### src/hw/rtl/gdrc_pkg.sv
// Shared types and constants of the grid DDA column ray caster.
package gdrc_pkg;

   // Register map
   localparam int CSR_AW = 5;
   localparam logic [2:0] REG_CAM_X    = 3'd0;
   localparam logic [2:0] REG_CAM_Y    = 3'd1;
   localparam logic [2:0] REG_DIR_X    = 3'd2;
   localparam logic [2:0] REG_DIR_Y    = 3'd3;
   localparam logic [2:0] REG_PLANE_X  = 3'd4;
   localparam logic [2:0] REG_PLANE_Y  = 3'd5;
   localparam logic [2:0] REG_SCREEN_W = 3'd6;
   localparam logic [2:0] REG_SCREEN_H = 3'd7;

   // Request kinds
   localparam logic REQ_WRITE = 1'b0;
   localparam logic REQ_CAST  = 1'b1;

   // Wall faces
   localparam logic [1:0] FACE_NORTH = 2'd0;
   localparam logic [1:0] FACE_SOUTH = 2'd1;
   localparam logic [1:0] FACE_EAST  = 2'd2;
   localparam logic [1:0] FACE_WEST  = 2'd3;

   // Datapath widths
   localparam int CX_W = 26;   // plane offset of the column, Q2.14 extended
   localparam int RX_W = 30;   // ray components, Q2.14 extended
   localparam int DL_W = 31;   // delta distances, Q.16
   localparam int SD_W = 40;   // side distances and perpendicular distance
   localparam int LH_W = 20;   // line height

   localparam logic [LH_W-1:0] LH_MAX = 20'hFFFFF;
   localparam logic [21:0]     MAX22  = 22'h3FFFFF;
   localparam logic [22:0]     MAX23  = 23'h7FFFFF;

   // Divider
   localparam int DIV_NUM_W = 31;
   localparam int DIV_DEN_W = 40;
   localparam int DIV_CNT_W = 5;
   localparam logic [DIV_NUM_W-1:0] ONE_Q30 = 31'h4000_0000;

   typedef struct packed {
      logic       req_type;
      logic [5:0] cell_x;
      logic [5:0] cell_y;
      logic       cell_is_wall;
      logic [9:0] column;
   } gdrc_req_type;

   typedef struct packed {
      logic [22:0] perp_dist;
      logic [1:0]  wall_face;
      logic [5:0]  tex_column;
      logic [8:0]  draw_start;
      logic [8:0]  draw_end;
      logic [21:0] tex_row_start;
      logic [21:0] tex_row_step;
      logic        no_hit;
   } gdrc_rsp_type;

   // response of a cast that meets no wall
   localparam gdrc_rsp_type RSP_NO_HIT = '{no_hit: 1'b1, default: '0};

   typedef struct packed {
      logic                 start;
      logic [DIV_NUM_W-1:0] dividend;
      logic [DIV_DEN_W-1:0] divisor;
   } gdrc_div_req_type;

   typedef struct packed {
      logic                 busy;
      logic                 done;
      logic [DIV_NUM_W-1:0] quotient;
   } gdrc_div_rsp_type;

   typedef enum logic [4:0] {
      ST_IDLE,
      ST_CAMX,
      ST_CAMX_W,
      ST_RAY,
      ST_DX,
      ST_DX_W,
      ST_DY,
      ST_DY_W,
      ST_SIDE,
      ST_WALK,
      ST_LH,
      ST_LH_W,
      ST_STEP,
      ST_STEP_W,
      ST_FIN1,
      ST_FIN2,
      ST_OUT
   } gdrc_state_type;

endpackage

### src/hw/rtl/gdrc_div.sv
// Restoring divider, one quotient bit per cycle.
module gdrc_div import gdrc_pkg::*; (
   input  logic             clock,
   input  logic             reset,
   input  gdrc_div_req_type div_req,
   output gdrc_div_rsp_type div_rsp
);

   localparam logic [DIV_CNT_W-1:0] LAST = DIV_CNT_W'(DIV_NUM_W - 1);

   logic                 busy_ff, busy_in;
   logic                 done_ff, done_in;
   logic [DIV_CNT_W-1:0] cnt_ff, cnt_in;
   logic [DIV_DEN_W-1:0] rem_ff, rem_in;
   logic [DIV_NUM_W-1:0] quo_ff, quo_in;
   logic [DIV_DEN_W-1:0] den_ff, den_in;
   logic [DIV_DEN_W:0]   rem_sh;
   logic [DIV_DEN_W:0]   rem_sub;
   logic                 ge;

   assign rem_sh  = {rem_ff, quo_ff[DIV_NUM_W-1]};
   assign ge      = rem_sh >= {1'b0, den_ff};
   assign rem_sub = rem_sh - {1'b0, den_ff};

   always_comb begin
      busy_in = busy_ff;
      done_in = 1'b0;
      cnt_in  = cnt_ff;
      rem_in  = rem_ff;
      quo_in  = quo_ff;
      den_in  = den_ff;
      if (div_req.start) begin
         busy_in = 1'b1;
         cnt_in  = '0;
         rem_in  = '0;
         quo_in  = div_req.dividend;
         den_in  = div_req.divisor;
      end else if (busy_ff) begin
         rem_in = ge ? rem_sub[DIV_DEN_W-1:0] : rem_sh[DIV_DEN_W-1:0];
         quo_in = {quo_ff[DIV_NUM_W-2:0], ge};
         cnt_in = cnt_ff + 1'b1;
         if (cnt_ff == LAST) begin
            busy_in = 1'b0;
            done_in = 1'b1;
         end
      end
   end

   always_ff @(posedge clock) begin
      if (reset) begin
         busy_ff <= 1'b0;
         done_ff <= 1'b0;
      end else begin
         busy_ff <= busy_in;
         done_ff <= done_in;
      end
   end

   always_ff @(posedge clock) begin
      cnt_ff <= cnt_in;
      rem_ff <= rem_in;
      quo_ff <= quo_in;
      den_ff <= den_in;
   end

   assign div_rsp.busy     = busy_ff;
   assign div_rsp.done     = done_ff;
   assign div_rsp.quotient = quo_ff;

endmodule

### config.mk
export PLATFORM = sky130hd
export DESIGN_NAME = gdrc_div
export DESIGN_NICKNAME = d
export VERILOG_FILES = /design/src/hw/rtl/gdrc_pkg.sv /design/src/hw/rtl/gdrc_div.sv
export SDC_FILE = /design/constraint.sdc
export NUM_CORES = 1
export LEC_CHECK = 0
export BUFFER_PORTS_ARGS = -buffer_cell sky130_fd_sc_hd__buf_2
export CORE_UTILIZATION = 55
export CTS_CLUSTER_SIZE = 28
export DETAILED_ROUTE_END_ITERATION = 16
export PLACE_DENSITY = 0.76
export SETUP_SLACK_MARGIN = 0.2
export SLEW_MARGIN = 20
export SYNTH_ARGS = -nofsm -noshare
export SYNTH_HDL_FRONTEND = slang
export SYNTH_SLANG_ARGS = --single-unit
### constraint.sdc
create_clock -name clock -period 6.56 [get_ports clock]
set_clock_uncertainty 0.1 [all_clocks]
set_input_delay 0 -clock clock [delete_from_list [all_inputs] [get_ports clock]]
set_output_delay 0 -clock clock [all_outputs]
set_load 0.02 [all_outputs]
# Yosys cells after proc, flatten, opt, wreduce, memory -nomap -nowiden
# Cells that the tools add are included.
# op_classes
muxes	7
n_bitwise	1
order_cmp	1
n_addsub	2
eq_ne	1
reduce_logical	2
# op_table
operator	n
31-bit 2-to-1 mux	2
41-bit by 40-bit greater-or-equal comparator with 1-bit output	1
40-bit 2-to-1 mux	1
40-bit subtractor	1
5-bit by 1-bit adder with 5-bit output, second input constant	1
5-bit == test, second input constant	1
1-bit 2-to-1 mux	4
3-bit OR reduction	1
2-bit nonzero test	1
1-bit inverter	1
# word_totals
inputBits	74
out_inout_bits	33
register_bits	118
elab_cells	20

# Depth between registers and ports, before layout
# Gate-level depths: netlist (run 1).
# logic_depth
word_depth	4
depth_mapped	14
mapped_depth_nobuf	11

# Worst setup path after synthesis (run 1)
# Ideal clock, no wire load.
# synth_path
kind	register -> register
from	register quo_ff[30]
to	register rem_ff[38]
path_stages_with_launch	11
period_less_slack_ns	2.824
path_slack_ns	3.736
arrival_ns	2.599
cell_sequence	edfxtp_1 inv_1 ha_1 fa_1 nor2b_1 o211ai_1 a21oi_1 a311oi_1 o31ai_1 mux2i_1 o31ai_1
# synth_between
elab_chain_len	2
elab_cells_between_ends	3
cone_classes	add/sub (1); order compare (1); mux (1)
# synth_lines
element	line_no	rtl
start: declaration	gdrc_div.sv:15	logic [DIV_NUM_W-1:0] quo_ff, quo_in;
start signal: assignment	gdrc_div.sv:62	quo_ff <= quo_in;
40-bit subtractor / 41-bit by 40-bit greater-or-equal comparator with 1-bit output (equally long branches)	gdrc_div.sv:23, gdrc_div.sv:22	
40-bit 2-to-1 mux (*)	gdrc_div.sv:39	rem_in = ge ? rem_sub[DIV_DEN_W-1:0] : rem_sh[DIV_DEN_W-1:0];
end signal: assignment	gdrc_div.sv:61	rem_ff <= rem_in;
end: declaration	gdrc_div.sv:14	logic [DIV_DEN_W-1:0] rem_ff, rem_in;
# Every way passes the cells marked *; elsewhere a longest branch is shown, timed or not.
# A chain may end at the register's enable or synchronous reset.

# Worst setup path after layout (run 1)
# Same ends and word-level chain as after synthesis.

==> qor.csv, run 1 <==
stage;metric;value;unit
detailed_routing;ant_nets;0;
power;p_int;1.55;mW
logic_synthesis;seq_area_frac_synth;43.6;%
worst_setup_path;cp.required;6770;ps
timing;fmax;295;MHz
floorplan;pin_count;107;
logic_synthesis;yosysTopAreaCell;edfxtp_1;
detailed_routing;vias;5985;
power;p_sw;633;uW
global_routing;grt.overflow.total;0;
placement;gp_congestion;0.916;
timing;whs;180;ps
layout;fin_nets;977;
placement;port_buffers;106;
placement;dp_hpwl;11200;um
floorplan;num_rows;40;
layout;fill_cells;871;
cts;cts_num_sinks;118;
logic_synthesis;syn-cell-area;7050;um2
timing;fin_crit_sh;51.7;%
logic_synthesis;synth_seq_cells;118;
worst_setup_path;cp_max_fo;6;
run;max_cap_viol_count;0;
layout;drive_above_1_share;21.5;%
cts;h-tree-depth;4;
worst_setup_path;end_kind;flop;
logic_synthesis;synth_xor_area_share;4.72;%
hold_path;hp-class;input port to flop;
logic_synthesis;yosysTopAreaCellShare;30.2;%
global_routing;first_global_vias;5933;
timing;worst_slack;3170;ps
worst_setup_path;rr_worst_depth;10;
layout;syn_to_final_growth;26.1;%
floorplan;dieArea;13300;um2
timing;maxSlewHeadroom;45.8;%
cts;cts_buffers;17;
run_status;run_status;finished, final reports clean;
floorplan;die_w;115;um
logic_synthesis;synthCells;701;
timing;min_period;3390;ps
cts;cts_buffer_depth;2;
logic_synthesis;synth_edf_count;71;
global_routing;grt_max_degree;68;
placement;pre_cts_slack;3230;ps
logic_synthesis;synth_mux_area_share;7.91;%
hold_path;hold-path-cell-count;2;
logic_synthesis;yosys_warnings;0;
hold_path;hold_end;den_ff[38];
detailed_routing;wl_per_cell;16.6;um
cts;cts_tree;done;
layout;stdcell_count;1041;
logic_synthesis;async_flop_share;0;%
floorplan;die_y;115;um
detailed_routing;first_pass_iters;5;
cts;cts_repair_resize_count;0;
global_routing;grt_pass1_wl;28400;um
worst_setup_path;rrSetupSlack;3170;ps
timing;setup_viol;0;
logic_synthesis;synth_area_per_cell;10.1;um2
logic_synthesis;synth_cell_types;69;
logic_synthesis;yosys.area_share.simple;11.6;%
logic_synthesis;synth_common_cells;71 x edfxtp_1, 56 x nor2_1, 50 x inv_1;
worst_setup_path;startpoint_type;flop;
logic_synthesis;synth_most_common_cell;edfxtp_1;
global_routing;grt_use_total;27.7;%
power;leakage;3.84;nW
detailed_routing;drt_iter0_markers;317;
logic_synthesis;synthAdderAreaFrac;7.74;%
timing;hold_viol;0;
logic_synthesis;synth_ff_type;edfxtp_1;
global_routing;antenna_found_initial;0;
cts;path_clk_slew;60;ps
detailed_routing;vias_per_cell;5.75;
timing;slew_viol_final;0;
logic_synthesis;synth_top_family_by_area;compound AO/OA/AOI/OAI gates;
floorplan;initial_utilization;57.5;%
timing;worstMarginPinSlew;813;ps
worst_setup_path;r2r-end;rem_ff[38];
timing;rsz0062_at_grt;no;
detailed_routing;drt-total-wl;17300;um
power;clkPwrFrac;41.2;%
hold_path;holdCritStartpoint;div_req[38];
worst_setup_path;cp.arrival;3600;ps
placement;place_inst;936;
power;cellPowerDensity;245;nW/um2
logic_synthesis;synthTopCellsByArea;edfxtp_1 30%, dfxtp_1 13%, ha_1 7.5%;
worst_setup_path;r2r-start;quo_ff[30];
worst_setup_path;critPathKind;flop to flop;
layout;n_antenna_cell;0;
cts;cts_root_buffer;clkbuf_16;
power;vdd_drop_max;0.193;mV
detailed_routing;drc;0;
timing;setup-tns-final;0;ps
power;swShare;29.0;%
cts;insertion_delay;430;ps
power;seqPwrFrac;40.2;%
power;combPwrFrac;18.7;%
logic_synthesis;syn_nets;818;
logic_synthesis;synth-compound-area-share;18.5;%
floorplan;core_area;12300;um2
metrics by stage:
stage / total power, mW / area [um2] / utilization [%]
2_1_floorplan: 1.15 / 7050 / -
3_5_place_dp: 1.25 / 7590 / 61.9
6_report: 2.18 / 8890 / 72.5
5_1_grt: 2.27 / 8890 / 72.5
3_3_place_gp: 1.24 / 7590 / 61.9
4_1_cts: 2.18 / 8890 / 72.5
flip-flops by register name, indices dropped and copies added (netlist names):
| signal | flops |
|---|---|
| busy_ff | 1 |
| cnt_ff | 5 |
| den_ff | 40 |
| done_ff | 1 |
| quo_ff | 31 |
| rem_ff | 40 |
routing by layer:
metal  wire [um]  global-route usage, %
met5           0                      0
met2        8460                   47.3
met3         809                   7.27
met1        7710                   33.5
met4         308                   10.5
worst max-delay path by stage:
stage / from / to / slack, ps / cells past startpoint
CTS: quo_ff[30] / rem_ff[38] / 3160 / 10
floorplan: quo_ff[30] / rem_ff[38] / 3740 / 10
global placement: quo_ff[30] / rem_ff[38] / 3280 / 10
detailed placement: quo_ff[30] / rem_ff[38] / 3230 / 10
global route: quo_ff[30] / rem_ff[38] / 2950 / 10
finish: quo_ff[30] / rem_ff[38] / 3170 / 10
cell usage in the layout (no fill, tap or decap), types with 12 or more instances in the layout:
| cell type | n |
|---|---|
| a211oi_1 | 21 |
| nand3_1 | 13 |
| o21ai_0 | 27 |
| inv_1 | 49 |
| dlygate4sd3_1 | 73 |
| a32oi_1 | 15 |
| a21oi_1 | 43 |
| mux2_2 | 30 |
| xnor2_1 | 21 |
| nand4_1 | 18 |
| dfxtp_1 | 47 |
| a21o_1 | 13 |
| clkbuf_16 | 17 |
| ha_1 | 42 |
| xor2_1 | 17 |
| mux2i_1 | 22 |
| buf_2 | 105 |
| o21ai_1 | 12 |
| nand2_1 | 37 |
| nor2_1 | 55 |
| edfxtp_1 | 71 |
power by group through the flow:
stage | sequential [mW] | combinational [mW] | clock (mW)
CTS | 0.875 | 0.400 | 0.907
global route | 0.883 | 0.445 | 0.940
global placement | 0.887 | 0.354 | 0
finish | 0.877 | 0.407 | 0.898
floorplan | 0.909 | 0.241 | 0
detailed placement | 0.889 | 0.363 | 0
layout make-up:
type                       instances  area (um2)  area share (%)
sequential                       118        3070            34.6
multi-input combinational        490        3560            40.0
timing repair buffer             183        1290            14.5
inverter                          50         188            2.11
tap                              168         210            2.36
clock inverter                    15         144            1.62
clock buffer                      17         425            4.78
what timing repair did:
action / in CTS / in global routing
setup buffers: 0 / 0
hold endpoints to repair: 103 / 0
hold buffers: 73 / 0
critical path, cell delays in order, from the launching register on:
cell and delay [ps]:
edfxtp_1 390, inv_1 60, ha_1 220, fa_1 420, nor2b_1 180, o211ai_1 160
a21oi_1 480, a311oi_1 320, o31ai_1 600, mux2i_1 260, o31ai_1 70
cells by family (layout without fill, tap and decap cells):
kind of cell / Yosys count / in the layout
AOI/OAI and AO/OA: 190 / 190
xor gates and xnor gates: 38 / 38
adders and majority gates: 43 / 43
buffers and inverters: 93 / 265
DFF: 118 / 118
muxes: 52 / 52
and+or+nand+nor: 167 / 167
(Power assumes the default switching activity.)
==> run 2, diff against run 1 <==
--- a/config.mk
+++ b/config.mk
@@ -6,7 +6,7 @@
 export NUM_CORES = 1
 export LEC_CHECK = 0
 export BUFFER_PORTS_ARGS = -buffer_cell sky130_fd_sc_hd__buf_2
-export CORE_UTILIZATION = 55
+export CORE_UTILIZATION = 52
 export CTS_CLUSTER_SIZE = 28
 export DETAILED_ROUTE_END_ITERATION = 16
 export PLACE_DENSITY = 0.76
==> constraint.sdc (replaced) <==
create_clock -name clock -period 2.8 [get_ports clock]
set_clock_uncertainty 0.1 [all_clocks]
set_input_delay 0 -clock clock [delete_from_list [all_inputs] [get_ports clock]]
set_output_delay 0 -clock clock [all_outputs]
set_load 0.02 [all_outputs]
==> run 2 against run 1 <==
  * Setup slack got worse by 3100 ps
  * Sequential power rose by 130%
  * Cell count rose by 7.9%
  * First-iteration DRC count grew 43%
  * Critical path depth up 2
  * Clock power up 150%
  * Worst hold slack worse by 5.7 ps
  * Via count up 9.6%
  * Core utilization increased by 5.2 points
  * Highest routed layer unchanged
==> qor.csv, run 2 (same netlist as run 1, synthesis figures left out) <==
stage;metric;value;unit;change
worst_setup_path;cp.required;3000;ps;was 6770 ps
layout;top_regs;den_ff x40, rem_ff x40, quo_ff x31;;unchanged
worst_setup_path;r2r-start;den_ff[30];;was quo_ff[30]
hold_path;hold-path-cell-count;2;;unchanged
floorplan;initial_utilization;53.3;%;was 57.5%
detailed_routing;first_pass_iters;5;;unchanged
global_routing;grtUsageMet1;34.8;%;was 33.5%
floorplan;num_rows;42;;was 40
timing;worstMarginPinSlew;624;ps;was 813 ps
timing;setup_viol;0;;unchanged
cts;cts_num_sinks;118;;unchanged
power;vdd_drop_max;0.537;mV;was 0.193 mV
global_routing;use_met2;48.6;%;was 47.3%
detailed_routing;wl_per_cell;18.8;um;was 16.6 um
layout;utilization;77.8;%;was 72.5%
timing;slew_viol_final;0;;unchanged
worst_setup_path;rr_worst_depth;12;;was 10
worst_setup_path;critPathKind;flop to flop;;unchanged
cts;cts_buffers;17;;unchanged
worst_setup_path;end_kind;flop;;unchanged
floorplan;pin_count;107;;unchanged
layout;regArea;3080;um2;was 3070 um2
worst_setup_path;cp_max_fo;7;;was 6
worst_setup_path;rrSetupSlack;50;ps;was 3170 ps
global_routing;first_global_vias;6409;;was 5,933
hold_path;hold_end;den_ff[33];;was den_ff[38]
placement;gp_congestion;0.911;;was 0.916
global_routing;grtUsageMet3;6.71;%;was 7.27%
layout;n_antenna_cell;0;;unchanged
worst_setup_path;startpoint_type;flop;;unchanged
timing;fmax;364;MHz;was 295 MHz
power;leakage;4.31;nW;was 3.84 nW
placement;pre_cts_slack;-52.8;ps;was 3230 ps
detailed_routing;drc;0;;unchanged
detailed_routing;vias_per_cell;5.84;;was 5.75
hold_path;holdCritStartpoint;div_req[33];;was div_req[38]
floorplan;die_w;118;um;was 115 um
timing;min_period;2750;ps;was 3390 ps
placement;dp_hpwl;12500;um;was 11,200 um
cts;path_clk_slew;60;ps;about the same
layout;fin_nets;1051;;was 977
timing;maxSlewHeadroom;57.9;%;was 45.8%
worst_setup_path;cp.arrival;2950;ps;was 3600 ps
layout;fill_cells;841;;was 871
timing;worst_slack;49.3;ps;was 3170 ps
hold_path;hp-class;input port to flop;;unchanged
layout;final_common_cell;buf_2;;unchanged
layout;multiInputGateArea;4290;um2;was 3560 um2
cts;cts_buffer_depth;2;;unchanged
placement;port_buffers;106;;unchanged
floorplan;core_area;13200;um2;was 12,300 um2
timing;rsz0062_at_grt;yes;;was no
layout;syn_to_final_growth;46.1;%;was 26.1%
timing;fin_crit_sh;98.2;%;was 51.7%
cts;cts_tree;done;;unchanged
timing;whs;175;ps;was 180 ps
global_routing;grt_busiest_layer;met2;;unchanged
cts;insertion_delay;430;ps;about the same
run;max_cap_viol_count;0;;unchanged
timing;hold_viol;0;;unchanged
global_routing;grt_use_total;28.5;%;was 27.7%
layout;drive_above_1_share;37.4;%;was 21.5%
detailed_routing;drt-total-wl;21100;um;was 17,300 um
worst_setup_path;r2r-end;rem_ff[3];;was rem_ff[38]
power;cellPowerDensity;538;nW/um2;was 245 nW/um2
layout;most-common-layout-cells;105 x buf_2, 73 x dlygate4sd3_1, 71 x edfxtp_1;;unchanged
detailed_routing;drt_iter0_markers;452;;was 317
global_routing;grt_max_degree;50;;was 68
global_routing;antenna_found_initial;0;;unchanged
cts;h-tree-depth;4;;unchanged
detailed_routing;vias;6561;;was 5,985
run_status;run_status;finished, final reports clean;;unchanged
floorplan;die_y;118;um;was 115 um
global_routing;grt.overflow.total;0;;unchanged
detailed_routing;ant_nets;0;;unchanged
floorplan;dieArea;14000;um2;was 13,300 um2
cts;cts_root_buffer;clkbuf_16;;unchanged
global_routing;grt_pass1_wl;31500;um;was 28,400 um
## run 2: layout make-up
| type | instances | area share [%] |
|---|---|---|
| clock buffer | 17 | 4.13 |
| clock inverter | 15 | 1.72 |
| multi-input combinational | 493 | 41.6 |
| sequential | 118 | 29.9 |
| inverter | 50 | 1.82 |
| tap | 176 | 2.14 |
| timing repair buffer | 254 | 18.7 |
## run 2: routing by layer
layer	routed length (um)	vias up
li1	-	3064
met1	8500	3160
met2	10600	290
met3	1510	47
met4	561	0
met5	0	-
## run 2: worst max-delay path: stages, from the launching register on
cell and delay (ps):
edfxtp_1 320, inv_1 40, ha_1 320, buf_4 190, a21oi_1 180, o21a_1 180, o221ai_4 120, a21oi_2 110
o211a_1 190, and2_4 290, buf_4 170, mux2i_1 90, a211oi_1 320
## run 2: repair_timing
action                     CTS  global route
gates cloned                 1             4
hold buffers                73             0
buffers inserted             5            15
pin swaps                   15            51
hold endpoints to repair    94             0
resized for setup           37            96
setup endpoints to repair   39            40
## run 2: worst max-delay path by stage
stage,startpoint,endpoint,depth (start not counted)
finish,den_ff[30],rem_ff[3],12
global route,den_ff[19],rem_ff[3],10
CTS,quo_ff[30],rem_ff[38],11
detailed placement,den_ff[3],rem_ff[38],10
global placement,den_ff[3],rem_ff[38],10
floorplan,quo_ff[30],rem_ff[38],13
## run 2: metrics by stage
stage                     cell area [um2]  setup TNS (ps)  power (mW)  instances
after floorplan                      7100               0        2.70        701
after global placement               8040               0        3.00        993
after detailed placement             8040           -66.2        3.03        993
after CTS                            9610               0        5.38       1104
after global routing                10300            -124        5.73       1123
final                               10300               0        5.54       1123
## run 2: where the power goes
| part | leakage [nW] | switching [mW] | internal (mW) |
|---|---|---|---|
| combinational | 2.93 | 0.668 | 0.571 |
| sequential | 1.09 | 0.0790 | 1.99 |
| clock | 0.285 | 0.837 | 1.40 |
| total | 4.31 | 1.58 | 3.96 |
==> run 3, diff against run 2 <==
--- a/config.mk
+++ b/config.mk
@@ -6,10 +6,12 @@
 export NUM_CORES = 1
 export LEC_CHECK = 0
 export BUFFER_PORTS_ARGS = -buffer_cell sky130_fd_sc_hd__buf_2
+export CAP_MARGIN = 20
 export CORE_UTILIZATION = 52
 export CTS_CLUSTER_SIZE = 28
 export DETAILED_ROUTE_END_ITERATION = 16
 export PLACE_DENSITY = 0.76
+export RECOVER_POWER = 100
 export SETUP_SLACK_MARGIN = 0.2
 export SLEW_MARGIN = 20
 export SYNTH_ARGS = -nofsm -noshare
==> run 3 against run 2 <==
  * The flow now finishes with violations (max-capacitance violations, max-slew violations)
  * Clock power barely moved
  * Cell area fell by 0.73%
  * Routed wire length fell by 0.46%
  * Total power fell by 0.29%
  * Critical path type unchanged
  * Non-clock buffer count did not move
==> qor.csv, run 3 (same netlist as run 1, synthesis figures left out) <==
stage;metric;value;unit;change
run_status;run_status;complete, but fails checks;;was finished, final reports clean
run_status;violations;max-capacitance violations, max-slew violations;;
timing;setup-tns-final;0;ps;unchanged
hold_path;hold_end;den_ff[33];;unchanged
layout;design_area;10200;um2;was 10,300 um2
worst_setup_path;r2r-start;den_ff[30];;unchanged
hold_path;holdCritStartpoint;div_req[33];;unchanged
cts;cts_tree;done;;unchanged
worst_setup_path;rrSetupSlack;30;ps;was 50 ps
placement;place_inst;993;;unchanged
worst_setup_path;cp_max_fo;7;;unchanged
run;max_cap_viol_count;1;;was 0
floorplan;dieArea;14000;um2;unchanged
floorplan;die_y;118;um;unchanged
placement;port_buffers;106;;unchanged
placement;placed_cell_area;8040;um2;unchanged
cts;cts_buffer_depth;2;;unchanged
timing;fmax;361;MHz;was 364 MHz
detailed_routing;ant_nets;0;;unchanged
timing;min_period;2770;ps;was 2750 ps
hold_path;hp-class;input port to flop;;unchanged
global_routing;first_global_vias;6409;;unchanged
global_routing;grt_max_degree;50;;unchanged
timing;fin_crit_sh;98.9;%;was 98.2%
worst_setup_path;cp.required;2920;ps;was 3000 ps
worst_setup_path;critPathKind;flop to flop;;unchanged
layout;top_regs;den_ff x40, rem_ff x40, quo_ff x31;;unchanged
power;leakage;4.19;nW;was 4.31 nW
cts;path_clk_slew;60;ps;about the same
global_routing;grt_use_total;28.5;%;unchanged
global_routing;antenna_found_initial;0;;unchanged
layout;drive_above_1_share;32.9;%;was 37.4%
global_routing;grt.overflow.total;0;;unchanged
worst_setup_path;startpoint_type;flop;;unchanged
placement;pre_cts_slack;-52.8;ps;unchanged
worst_setup_path;r2r-end;rem_ff[3];;unchanged
layout;syn_to_final_growth;45.0;%;was 46.1%
layout;most-common-layout-cells;73 x dlygate4sd3_1, 72 x buf_2, 71 x edfxtp_1;;was 105 x buf_2, 73 x dlygate4sd3_1, 71 x edfxtp_1
power;vdd_drop_max;0.534;mV;was 0.537 mV
detailed_routing;vias_per_cell;5.84;;about the same
detailed_routing;wl_per_cell;18.7;um;was 18.8 um
timing;worstMarginPinSlew;1650;ps;was 624 ps
timing;worst_slack;30.7;ps;was 49.3 ps
detailed_routing;drt-total-wl;21000;um;was 21,100 um
floorplan;initial_utilization;53.3;%;unchanged
layout;final_common_cell;dlygate4sd3_1;;was buf_2
floorplan;die_w;118;um;unchanged
worst_setup_path;rr_worst_depth;12;;unchanged
detailed_routing;drc;0;;unchanged
power;cellPowerDensity;540;nW/um2;was 538 nW/um2
detailed_routing;vias;6558;;was 6,561
timing;maxSlewHeadroom;-9.83;%;was 57.9%
cts;h-tree-depth;4;;unchanged
timing;slew_viol_final;32;;was 0
hold_path;hold-path-cell-count;2;;unchanged
layout;fin_nets;1051;;unchanged
cts;cts_root_buffer;clkbuf_16;;unchanged
floorplan;num_rows;42;;unchanged
cts;cts_num_sinks;118;;unchanged
detailed_routing;first_pass_iters;5;;unchanged
timing;hold_viol;0;;unchanged
layout;stdcell_count;1123;;unchanged
timing;setup_viol;0;;unchanged
placement;dp_hpwl;12500;um;unchanged
worst_setup_path;end_kind;flop;;unchanged
cts;insertion_delay;420;ps;was 430 ps
layout;n_antenna_cell;0;;unchanged
placement;gp_congestion;0.911;;unchanged
floorplan;core_area;13200;um2;unchanged
cts;cts_buffers;17;;unchanged
detailed_routing;drt_iter0_markers;413;;was 452
worst_setup_path;cp.arrival;2890;ps;was 2950 ps
floorplan;pin_count;107;;unchanged
power;power;5.52;mW;was 5.54 mW
global_routing;grt_pass1_wl;31500;um;unchanged
timing;rsz0062_at_grt;yes;;unchanged
-- run 3: cell types whose count changed in the layout (fill, tap and decap cells not counted), sizes merged --
cell	before	now
buf	179	138
clkbuf	19	60
-- run 3: worst max-delay path by stage --
stage                     startpoint    endpoint  slack [ps]  depth (start not counted)
after global routing      den_ff[19]   rem_ff[3]        -130                         10
final                     den_ff[30]   rem_ff[3]          30                         12
after CTS                 quo_ff[30]  rem_ff[38]         140                         11
after global placement     den_ff[3]  rem_ff[38]          60                         10
after detailed placement   den_ff[3]  rem_ff[38]         -50                         10
after floorplan           quo_ff[30]  rem_ff[38]         190                         13
-- run 3: timing repair --
action,in CTS,in global routing
endpoints found under the setup margin,39,40
setup buffers,5,15
cloned,1,4
resized for setup,37,96
endpoints found under the hold margin,94,0
pin swaps,15,51
hold buffers,73,0
-- run 3: per-layer routing --
layer / vias to the layer above / global-route usage [%] / share of wire, %
met1: 3163 / 34.8 / 41
met2: 268 / 48.6 / 49
met5: - / 0 / 0
met3: 54 / 6.71 / 6.3
li1: 3073 / - / -
met4: 0 / 11.4 / 3.1
-- run 3: critical path, cell delays in order, from the launching register on --
cell and delay (ps):
edfxtp_1 320, inv_1 40, ha_1 320, buf_4 190, a21oi_1 180, o21a_1 180, o221ai_4 120, a21oi_2 110
o211a_1 190, and2_4 290, buf_4 170, mux2i_1 220, a211oi_1 130
-- run 3: where the power goes --
group	switching [mW]	internal (mW)	total, mW
Combinational	0.666	0.554	1.22
Clock	0.836	1.40	2.24
Sequential	0.0796	1.99	2.07
Total	1.58	3.94	5.52
-- run 3: stage by stage --
stage	utilization, %	hold slack (ps)
2_1_floorplan	-	-27.6
3_3_place_gp	60.7	75.9
3_5_place_dp	60.7	78.1
4_1_cts	72.5	165
5_1_grt	77.2	184
6_report	77.2	177
-- run 3: layout make-up --
type,count,area (um2)
Multi-Input combinational cell,493,4280
Clock inverter,15,178
Inverter,50,188
Sequential cell,118,3080
Fill cell,876,3020
Clock buffer,17,425
Tap cell,176,220
Timing Repair Buffer,254,1850
